===== config.mk =====
export PLATFORM = sky130hd
export DESIGN_NAME = date_add_days
export DESIGN_NICKNAME = d
export VERILOG_FILES = /design/src/hdl/dad_pkg.sv /design/src/hdl/date_add_days.sv /design/src/hdl/dad_alu.sv /design/src/hdl/dad_cal.sv
export SDC_FILE = /design/constraint.sdc
export NUM_CORES = 1
export LEC_CHECK = 0
export BUFFER_PORTS_ARGS = -buffer_cell sky130_fd_sc_hd__buf_2
export CORE_ASPECT_RATIO = 0.75
export CORE_MARGIN = 4
export CORE_UTILIZATION = 33
export CTS_CLUSTER_SIZE = 20
export DETAILED_ROUTE_END_ITERATION = 7
export HOLD_SLACK_MARGIN = 0.05
export MAX_ROUTING_LAYER = met4
export PLACE_DENSITY_LB_ADDON = 0.2
export SYNTH_ARGS = -nofsm -noshare
export SYNTH_HDL_FRONTEND = slang
export SYNTH_SLANG_ARGS = --single-unit

===== constraint.sdc =====
create_clock -name clk -period 20 [get_ports clk]
set_input_delay 2 -clock clk [delete_from_list [all_inputs] [get_ports clk]]
set_output_delay 2 -clock clk [all_outputs]
set_load 0.02 [all_outputs]

===== src/hdl/dad_pkg.sv =====
package dad_pkg;

    // field widths fixed by the interface
    localparam int DAY_W   = 5;
    localparam int MONTH_W = 4;
    localparam int YEAR_W  = 14;
    localparam int RES_W   = 9;
    localparam int YLEN_W  = 9;

    // calendar constants
    localparam logic [YEAR_W-1:0] MIN_YEAR    = 14'd1601;
    localparam int                CYCLE_DAYS  = 146097;
    localparam logic [YEAR_W-1:0] CYCLE_YEARS = 14'd400;
    localparam logic [RES_W-1:0]  RES_LAST    = 9'd399;
    localparam logic [MONTH_W-1:0] JAN        = 4'd1;
    localparam logic [MONTH_W-1:0] FEB        = 4'd2;
    localparam logic [MONTH_W-1:0] DEC        = 4'd12;
    localparam logic [YLEN_W-1:0] YEAR_DAYS   = 9'd365;
    localparam logic [YLEN_W-1:0] LEAP_DAYS   = 9'd366;

    // shared unit operation
    typedef enum logic {
        ALU_SUB,
        ALU_ADD
    } alu_op_t;

    // compare flags of the shared unit (meaningful for subtract)
    typedef struct packed {
        logic ge;
        logic gt;
    } alu_flags_t;

    // length of a month in a common year, zero for codes that are no month
    function automatic logic [DAY_W-1:0] base_month_len(input logic [MONTH_W-1:0] m);
        logic [DAY_W-1:0] len;
        begin
            case (m)
                4'd1, 4'd3, 4'd5, 4'd7, 4'd8, 4'd10, 4'd12: len = 5'd31;
                4'd4, 4'd6, 4'd9, 4'd11:                    len = 5'd30;
                4'd2:                                       len = 5'd28;
                default:                                    len = 5'd0;
            endcase
            return len;
        end
    endfunction

    // year residue modulo 400, advanced by one year
    function automatic logic [RES_W-1:0] res_inc(input logic [RES_W-1:0] r);
        logic [RES_W-1:0] nr;
        begin
            if (r == RES_LAST)
                nr = '0;
            else
                nr = r + 9'd1;
            return nr;
        end
    endfunction

endpackage


===== src/hdl/date_add_days.sv =====
// Gregorian date adder: pulse start while busy is low to load a start date and a day count.
// busy then stays high while one shared add/subtract unit walks the date; the result appears
// for exactly one cycle with done high, and it must be captured then, since the block cannot
// be stalled. The walk reduces the year modulo 400 by repeated subtraction, checks the date
// and adds the count, strips whole 400-year spans, steps months up to January, then steps
// whole years, then months within the last year, all sequenced through the single shared unit.
// An invalid start date returns after the check with date_ok low and the date unchanged.
module date_add_days #(
    parameter int DAYS_WIDTH = 20
) (
    input  logic                          clk,
    input  logic                          rst_n,
    input  logic                          start,
    output logic                          busy,
    input  logic [dad_pkg::DAY_W-1:0]     start_day,
    input  logic [dad_pkg::MONTH_W-1:0]   start_month,
    input  logic [dad_pkg::YEAR_W-1:0]    start_year,
    input  logic [DAYS_WIDTH-1:0]         days_to_add,
    output logic                          done,
    output logic                          date_ok,
    output logic [dad_pkg::DAY_W-1:0]     result_day,
    output logic [dad_pkg::MONTH_W-1:0]   result_month,
    output logic [dad_pkg::YEAR_W-1:0]    result_year
);

    // datapath width: holds day plus count, the 400-year span and the raw year
    localparam int UW = (DAYS_WIDTH + 1 > 18) ? DAYS_WIDTH + 1 : 18;

    typedef enum logic [2:0] {
        ST_IDLE,
        ST_RESID,
        ST_CHECK,
        ST_CYCLE,
        ST_TO_JAN,
        ST_YEAR,
        ST_MONTH
    } state_t;

    state_t                          state_reg, state_next;
    logic [UW-1:0]                   d_reg, d_next;
    logic [dad_pkg::MONTH_W-1:0]     m_reg, m_next;
    logic [dad_pkg::YEAR_W-1:0]      y_reg, y_next;
    logic [dad_pkg::YEAR_W-1:0]      r_reg, r_next;
    logic [DAYS_WIDTH-1:0]           add_reg, add_next;
    logic                            ok_reg, ok_next;
    logic                            done_reg, done_next;

    dad_pkg::alu_op_t                alu_op;
    logic [UW-1:0]                   alu_a, alu_b, alu_res;
    dad_pkg::alu_flags_t             alu_flags;

    logic [dad_pkg::DAY_W-1:0]       mlen;
    logic [dad_pkg::YLEN_W-1:0]      ylen;
    logic [dad_pkg::RES_W-1:0]       res_cur, res_adv;
    logic                            start_ok;
    logic [dad_pkg::MONTH_W-1:0]     m_adv;
    logic                            m_wrap;

    dad_alu #(
        .UW (UW)
    ) u_alu (
        .op    (alu_op),
        .a     (alu_a),
        .b     (alu_b),
        .res   (alu_res),
        .flags (alu_flags)
    );

    dad_cal u_cal (
        .month     (m_reg),
        .res       (res_cur),
        .month_len (mlen),
        .year_len  (ylen)
    );

    assign res_cur = r_reg[dad_pkg::RES_W-1:0];
    assign res_adv = dad_pkg::res_inc(res_cur);
    assign m_wrap  = (m_reg == dad_pkg::DEC);
    assign m_adv   = m_wrap ? dad_pkg::JAN : m_reg + 4'd1;

    // start date validity
    assign start_ok = (y_reg >= dad_pkg::MIN_YEAR) && (m_reg inside {[4'd1:4'd12]})
                      && (d_reg != '0) && (d_reg <= UW'(mlen));

    // shared unit operand selection
    always_comb
    begin
        alu_op = dad_pkg::ALU_SUB;
        alu_a  = d_reg;
        alu_b  = UW'(mlen);
        case (state_reg)
            ST_RESID:
            begin
                alu_a = UW'(r_reg);
                alu_b = UW'(dad_pkg::CYCLE_YEARS);
            end
            ST_CHECK:
            begin
                alu_op = dad_pkg::ALU_ADD;
                alu_b  = UW'(add_reg);
            end
            ST_CYCLE:
                alu_b = UW'(dad_pkg::CYCLE_DAYS);
            ST_YEAR:
                alu_b = UW'(ylen);
            default:
                alu_b = UW'(mlen);
        endcase
    end

    // sequencer
    always_comb
    begin
        state_next = state_reg;
        d_next     = d_reg;
        m_next     = m_reg;
        y_next     = y_reg;
        r_next     = r_reg;
        add_next   = add_reg;
        ok_next    = ok_reg;
        done_next  = 1'b0;
        case (state_reg)
            ST_IDLE:
            begin
                if (start)
                begin
                    d_next     = UW'(start_day);
                    m_next     = start_month;
                    y_next     = start_year;
                    r_next     = start_year;
                    add_next   = days_to_add;
                    state_next = ST_RESID;
                end
            end
            // year modulo 400 by repeated subtraction
            ST_RESID:
            begin
                if (alu_flags.ge)
                    r_next = alu_res[dad_pkg::YEAR_W-1:0];
                else
                    state_next = ST_CHECK;
            end
            ST_CHECK:
            begin
                ok_next = start_ok;
                if (start_ok)
                begin
                    d_next     = alu_res;
                    state_next = ST_CYCLE;
                end
                else
                begin
                    done_next  = 1'b1;
                    state_next = ST_IDLE;
                end
            end
            // whole 400-year spans
            ST_CYCLE:
            begin
                if (alu_flags.gt)
                begin
                    d_next = alu_res;
                    y_next = y_reg + dad_pkg::CYCLE_YEARS;
                end
                else
                    state_next = ST_TO_JAN;
            end
            // month steps up to january
            ST_TO_JAN:
            begin
                if (m_reg == dad_pkg::JAN)
                    state_next = ST_YEAR;
                else if (alu_flags.gt)
                begin
                    d_next = alu_res;
                    m_next = m_adv;
                    if (m_wrap)
                    begin
                        y_next = y_reg + 14'd1;
                        r_next = dad_pkg::YEAR_W'(res_adv);
                    end
                end
                else
                begin
                    done_next  = 1'b1;
                    state_next = ST_IDLE;
                end
            end
            // whole years from january
            ST_YEAR:
            begin
                if (alu_flags.gt)
                begin
                    d_next = alu_res;
                    y_next = y_reg + 14'd1;
                    r_next = dad_pkg::YEAR_W'(res_adv);
                end
                else
                    state_next = ST_MONTH;
            end
            // remaining months of the last year
            ST_MONTH:
            begin
                if (alu_flags.gt)
                begin
                    d_next = alu_res;
                    m_next = m_adv;
                    if (m_wrap)
                    begin
                        y_next = y_reg + 14'd1;
                        r_next = dad_pkg::YEAR_W'(res_adv);
                    end
                end
                else
                begin
                    done_next  = 1'b1;
                    state_next = ST_IDLE;
                end
            end
            default:
                state_next = ST_IDLE;
        endcase
    end

    // state and registered outputs
    always_ff @(posedge clk or negedge rst_n)
    begin
        if (!rst_n)
        begin
            state_reg <= ST_IDLE;
            done_reg  <= 1'b0;
            ok_reg    <= 1'b0;
        end
        else
        begin
            state_reg <= state_next;
            done_reg  <= done_next;
            ok_reg    <= ok_next;
        end
    end

    // datapath registers
    always_ff @(posedge clk)
    begin
        d_reg   <= d_next;
        m_reg   <= m_next;
        y_reg   <= y_next;
        r_reg   <= r_next;
        add_reg <= add_next;
    end

    assign busy         = (state_reg != ST_IDLE);
    assign done         = done_reg;
    assign date_ok      = ok_reg;
    assign result_day   = d_reg[dad_pkg::DAY_W-1:0];
    assign result_month = m_reg;
    assign result_year  = y_reg;

endmodule


===== src/hdl/dad_alu.sv =====
module dad_alu #(
    parameter int UW = 21
) (
    input  dad_pkg::alu_op_t    op,
    input  logic [UW-1:0]       a,
    input  logic [UW-1:0]       b,
    output logic [UW-1:0]       res,
    output dad_pkg::alu_flags_t flags
);

    logic [UW:0] full;

    // one add or subtract with borrow out
    always_comb
    begin
        if (op == dad_pkg::ALU_ADD)
            full = {1'b0, a} + {1'b0, b};
        else
            full = {1'b0, a} - {1'b0, b};
    end

    assign res      = full[UW-1:0];
    assign flags.ge = ~full[UW];
    assign flags.gt = ~full[UW] && (full[UW-1:0] != '0);

endmodule


===== src/hdl/dad_cal.sv =====
module dad_cal (
    input  logic [dad_pkg::MONTH_W-1:0] month,
    input  logic [dad_pkg::RES_W-1:0]   res,
    output logic [dad_pkg::DAY_W-1:0]   month_len,
    output logic [dad_pkg::YLEN_W-1:0]  year_len
);

    logic leap;

    // gregorian leap rule on the year modulo 400
    assign leap = (res[1:0] == 2'b00) && (res != 9'd100) && (res != 9'd200)
                  && (res != 9'd300);

    // month length with february adjusted
    always_comb
    begin
        if (month == dad_pkg::FEB && leap)
            month_len = 5'd29;
        else
            month_len = dad_pkg::base_month_len(month);
    end

    assign year_len = leap ? dad_pkg::LEAP_DAYS : dad_pkg::YEAR_DAYS;

endmodule


Word-level counts from Yosys, hierarchy flattened
Memories as Yosys holds them, arrays and structs flattened. A register that Yosys moved wholly into a read port is not among the register bits. Cells that the tools add are included.

Flip-flop bits (word level): 78. Latch bits: 0. Memory bits (writable): 0. ROM bits: 80. Input port bits: 46. Output and inout port bits: 26. Logic and storage cells: 110. Memories: 1.

Memories: (no name shown) (depth 16, bits a word 5, read ports 1, clocked after memory_dff 1, wr ports 0, line dad_pkg.sv:37) `case (m)`.

$add $sub $neg: 6. Multiply operators: 0. Divide/modulo/power cells: 0. Magnitude comparators: 4. Eq/ne operators: 22. Shift-type cells: 0. Mux-type cells: 43. Bitwise logic cells: 1. Reduce and logical (&&, ||, !) cells: 25.

Operators by type and width (count): $mux W14 (11); $pmux W14 S5 (2); $mux W21 (5); $pmux W21 S4 (1); $pmux W20 S4 (1); $reduce_bool A21 Y1 (2); $add A21 B20 Y22 (1); $mux W22 (1); $sub A21 B20 Y22 (1); $le A21 B5 Y1 (1); $pmux W3 S7 (1); $mux W4 (5); $mux W3 (6); $ne A2 B2 Y1 const B (8); $add A14 B1 Y14 const B (1); $add A14 B9 Y14 const B (1); $ge A14 B11 Y1 const B (1); $pmux W4 S3 (1); $reduce_and A5 Y1 (2); $reduce_bool A5 Y1 (2); $add A9 B1 Y9 const B (1); $eq A3 B3 Y1 const B (3); $eq A9 B9 Y1 const B (1); $logic_and A1 B1 Y1 (9); 26 further kinds (33).

Logic depth before layout (Yosys ltp)
Depth in word-level cells: 15. Mapped depth: 26. Mapped depth without buffers: 24.

Hierarchy
From an unflattened synthesis, not the netlist that was laid out.

Cells, all modules: 730. Area, all modules: 6736.5 um2.

By module, submodules not included: date_add_days (times used 1, cells an instance 457, area each 4825.9 um2, sequential area each 2317.2 um2); dad_alu (times used 1, cells an instance 244, area each 1705.4 um2, sequential area each 0.0 um2); dad_cal (times used 1, cells an instance 29, area each 205.2 um2, sequential area each 0.0 um2).

Least setup slack after synthesis
No wires, ideal clock.

Path type: register -> register. Start: register m_reg, in the netlist result_month[0]. End: register d_reg[0] (enable). Library setup time: 0.432 ns. Data arrival time: 6.415 ns. Setup slack: 13.154 ns. Stages on the path, launching flop included: 25. Cell sequence: edfxtp_1 > inv_1 > ha_1 > nand4_2 > a21oi_1 > a311oi_1 > ha_1 > nand2_1 > nor3_1 > nand2_1 > o21a_1 > ha_1 > clkbuf_1 > nand2_1 > o21ai_0 > mux2i_1 > nand3_1 > a311oi_1 > a211oi_1 > and4_1 > buf_6 > nor2_4 > clkbuf_1 > inv_1 > a211oi_1.

Word-level cells in the longest chain between the ends: 7.

Ends and longest elaborated chain: from (decl) (line date_add_days.sv:41) `logic [dad_pkg::MONTH_W-1:0] m_reg, m_next;`; from (signal assigned) (line date_add_days.sv:246) `m_reg <= m_next;`; $eq A4 B2 Y1 (tied with other cells) (line dad_cal.sv:17) `if (month == dad_pkg::FEB && leap)`; $logic_and A1 B1 Y1 (on tied branches) (line dad_cal.sv:17, date_add_days.sv:82); $mux W5 / $logic_and A1 B1 Y1 (equally long branches) (line dad_cal.sv:17, date_add_days.sv:82); $le A21 B5 Y1 / $logic_and A1 B1 Y1 (equally long branches) (line date_add_days.sv:83) `&& (d_reg != '0) && (d_reg <= UW'(mlen));`; $logic_and A1 B1 Y1 (line date_add_days.sv:83); $ne A2 B2 Y1 (no source line); $reduce_and A4 Y1 (no source line) *; to (signal assigned) (line date_add_days.sv:245) `d_reg <= d_next;`; to (decl) (line date_add_days.sv:40) `logic [UW-1:0] d_reg, d_next;`.

Every way passes the cells marked *; elsewhere a longest branch is shown, timed or not. A chain may end at the register's enable or synchronous reset.

Worst setup path in the final report
Start: register state_reg[1]. End: register r_reg[10] in the netlist's numbering (enable).

Word-level cells in the longest chain between the ends: 8.

Ends and longest elaborated chain: from (decl) (line date_add_days.sv:39) `state_t state_reg, state_next;`; from (signal assigned) (line date_add_days.sv:236) `state_reg <= state_next;`; $eq A3 B3 Y1 (tied with other cells) (line date_add_days.sv:91, date_add_days.sv:122); $pmux W20 S4 / $mux W21 (equally long branches) (line date_add_days.sv:91) `case (state_reg)`; $sub A21 B20 Y22 / $add A21 B20 Y22 (equally long branches) (line dad_alu.sv:19, dad_alu.sv:17); $mux W22 (line dad_alu.sv:16) `if (op == dad_pkg::ALU_ADD)`; $reduce_bool A21 Y1 / $not A1 Y1 (equally long branches); $logic_and A1 B1 Y1 (line dad_alu.sv:24) `assign flags.gt = ~full[UW] && (full[UW-1:0] != '0);`; $ne A2 B2 Y1 (no source line); $reduce_and A5 Y1 (no source line) *; to (signal assigned) (line date_add_days.sv:248) `r_reg <= r_next;`; to (decl) (line date_add_days.sv:43) `logic [dad_pkg::YEAR_W-1:0] r_reg, r_next;`.

Marks and branches as above.

==> impl_summary.txt <==
----------------------------------------------------
[STA]
  Accumulated negative setup slack ... 0 ps
  Final number of max-transition violations ... 0
  Skew final ... 8.43 ps
  Final worst path period share ... 36.6%
  RSZ-0062 raised after global routing ... false
  Relative slew margins ... 17.1%
  Number of failing hold endpoints at the final stage ... 0
  Final number of setup-violating endpoints ... 0
  F_max ... between 100 and 150 MHz
  Time the worst path needs with I/O delays and setup ... 7320 ps
  Measured slew at the worst slew-check pin ... approximately 1200 ps

[Placement]
  Routability-driven placement congestion ratio ... between 0.9 and 1
  Number of I/O port buffers ... ~70
  HPWL after detailed placement ... 15100 µm

[Synth]
  Number of flops mapped to enable cells by yosys ... 73
  Syn nets ... 838
  Netlist area before placement ... 6570 µm²
  Sequential-to-total area share from yosys stat ... a little over a third
  Synthesized instance count ... 752
  Primary flip-flop cell chosen by synthesis mapping ... edfxtp_1
  Number of register bits inferred by synthesis ... slightly above 80
  Total number of yosys warnings ... 0
  Avg Inst Size Synth ... 8.74 µm²
  Share of flip-flops with an asynchronous set or reset ... 6.17%
  Post-synthesis cell type count ... 91

[Min path]
  Hold path cells ... 2
  Hold/Removal Path Class ... reg -> reg
  Launch point of the worst hold path ... date_ok
  Worst Hold End ... date_ok

[Drt]
  Routed Antenna Nets ... 0
  Average wire length per cell after detail routing ... 18.8 µm
  Wire length reported by the detailed router ... 20000 µm
  Count of unresolved DRC violations after routing ... 0
  Iter 0 DRT Violations ... 476
  First drt pass iteration count ... 5
  Vias per std cell ... 5.64
  Detailed-route via count ... 5996

[Critical path]
  Worst Path Arrival ... around 7300 ps
  Type of element launching the critical path ... flip-flop
  Category of the most critical setup path ... reg -> reg
  Source of the worst register-to-register timing path ... state_reg[1]
  Maximum fanout count along the critical path ... 27
  Worst flop-to-flop path endpoint ... r_reg[10]
  Worst-case reg-to-reg path depth ... 21
  Worst EP required ... 19980 ps
  Endpoint type of the worst setup path ... flip-flop
  Worst setup slack for register-to-register paths ... between 10000 and 15000 ps

[Clocking]
  Clock tree from TritonCTS ... built
  Clock insertion delay at the later pin of the skew report ... 350 ps
  Total number of clock tree sinks ... 81
  Level count of the clock H-tree ... 3
  CTS Buffer Depth ... 2
  Post-cts repair resize count ... 0
  Clock edge transition at the registers on the reported setup and hold paths ... around 60 ps
  Hold bufs inserted after CTS ... 0
  Clock tree root buffer cell ... clkbuf_16
  Number of clock buffers inserted by TritonCTS ... 9
  Buffer count from post-CTS setup fixing ... 0

[Die]
  Die height ... 130 µm
  Core Box Area ... 19400 µm²
  Core Rows ... 44
  Die boundary width ... 171 µm
  Effective utilization at floorplan ... 33.8%
  Number of primary I/O pins ... 72
  Die Area ... 22300 µm²

[GRT]
  Grt ovf ... 0
  Global router's overall resource usage ... 18.4%
  Pin count of the biggest net entering global routing ... 32
  First-pass GRT wire length ... ~31000 µm
  Initial antenna violation count ... 0
  Vias in the first global route ... ~5400

[Layout]
  Combined area of the multi-input logic cells ... 3930 µm²
  Layout overhead on the synthesized area ... 13.3%
  Final-stage net count ... slightly below 900
  Fraction of layout cells with a size suffix above 1 ... approximately 16%
  Fill cell instance count of the final layout ... 2009
  Flip-flop and latch area ... about 2400 µm²
  Max reg flops ... 21
  Diodes inserted ... 0

[Run]
  Max-Cap Viols ... 0

[Status]
  Status ... complete, no violations

----------------------------------------------------
[synth_stat cells (all sizes together), types with 7 or more instances]
master	count	area (µm²)
a21boi	7	60.1
nand2b	11	68.8
xor2	12	113
nor2b	13	81.3
nor4	11	83.8
ha	39	488
o221ai	10	87.6
xnor2	10	87.6
nor2	51	201
and2	14	92.6
inv	28	105
buf	10	68.8
o21ai	60	308
or3	10	63.8
o22ai	10	62.6
nand2	118	443
a211oi	8	65.1
nand3	23	115
and3	12	80.1
clkbuf	28	105
nor3	9	45.0
edfxtp	73	2190
a21oi	59	307
a21o	8	60.1
o21a	10	75.1
[area by class of cell]
type | instances | area share (%)
clock buffers | 11 | 3.12
clock inverters | 5 | 0.756
inverters | 29 | 1.46
multi-input cells | 604 | 52.8
flip-flops and latches | 81 | 31.9
well taps | 253 | 4.25
repair buffers | 80 | 5.68
[placed cells by master, fill, tap and decap left out, drive strengths merged, types with 6 or more instances in the layout]
cell and instances:
clkbuf 11, a311oi 6, o21ai 60, nand2b 11, a211oi 8, nand4 6, edfxtp 73, nor2b 13
and3b 6, a21oi 59, a21boi 7, nor4 11, and2 14, o22ai 10, and3 12, nor3 9
xnor2 10, inv 28, o221ai 10, nand3 23, or3 10, nor2 51, buf 80, nand2 118
a21o 8, ha 39, o21a 10, xor2 12
[through the flow]
stage	instances	setup WS, ps	instance area, µm²	util, %	hold slack (ps)
after detailed placement	1047	12800	7160	36.8	482
after CTS	1063	12790	7450	38.3	497
after global placement	1047	13020	7160	36.8	478
after floorplan	752	13150	6570	-	590
after global routing	1063	12100	7450	38.3	542
final	1063	12680	7450	38.3	480
[cell families after synthesis]
| logic type | synth area share, % |
|---|---|
| and+or+nand+nor | 23.8 |
| AOI/OAI and AO/OA | 23.5 |
| DFF | 36.2 |
| buffers and inverters | 4.30 |
| adders and majority gates | 7.88 |
| xor gates and xnor gates | 3.05 |
| muxes | 1.26 |
[routing by layer]
layer / vias to the layer above / GRT usage [%] / share of wire [%]
met5: - / - / 0
met4: 0 / 5.03 / 1.7
met3: 24 / 3.66 / 6.0
met2: 180 / 25.4 / 42
met1: 2894 / 27.2 / 51
li1: 2898 / - / -
[how the worst max path moves through the flow]
stage | from | to | slack, ps | cells past startpoint
floorplan | result_month[0] | d_reg[0] | 13150 | 24
global placement | state_reg[1] | r_reg[11] | 13020 | 21
detailed placement | state_reg[1] | r_reg[10] | 12800 | 21
CTS | state_reg[1] | r_reg[9] | 12790 | 21
global route | state_reg[1] | r_reg[13] | 12100 | 21
finish | state_reg[1] | r_reg[10] | 12680 | 21
[critical path: stages, from the launching register on]
cell      delay [ps]
dfrtp_1          910
nand2b_1         500
o31ai_1          330
a21oi_1          130
a311oi_1         400
ha_1             240
nand2_1          100
nor3_1           550
nand2_1          290
o21a_1           180
ha_1             380
nand2_1           70
o21ai_0          450
nor3_1           110
and3_1           200
a311oi_1         320
a211oi_1          70
and4_1           330
nor2_4           380
o21ai_0          130
a31oi_1          180
and3b_1          660
Power is left out: the tool's default activity adds up to more than one toggle a clock period on the data nets, which glitch-free logic cannot reach.
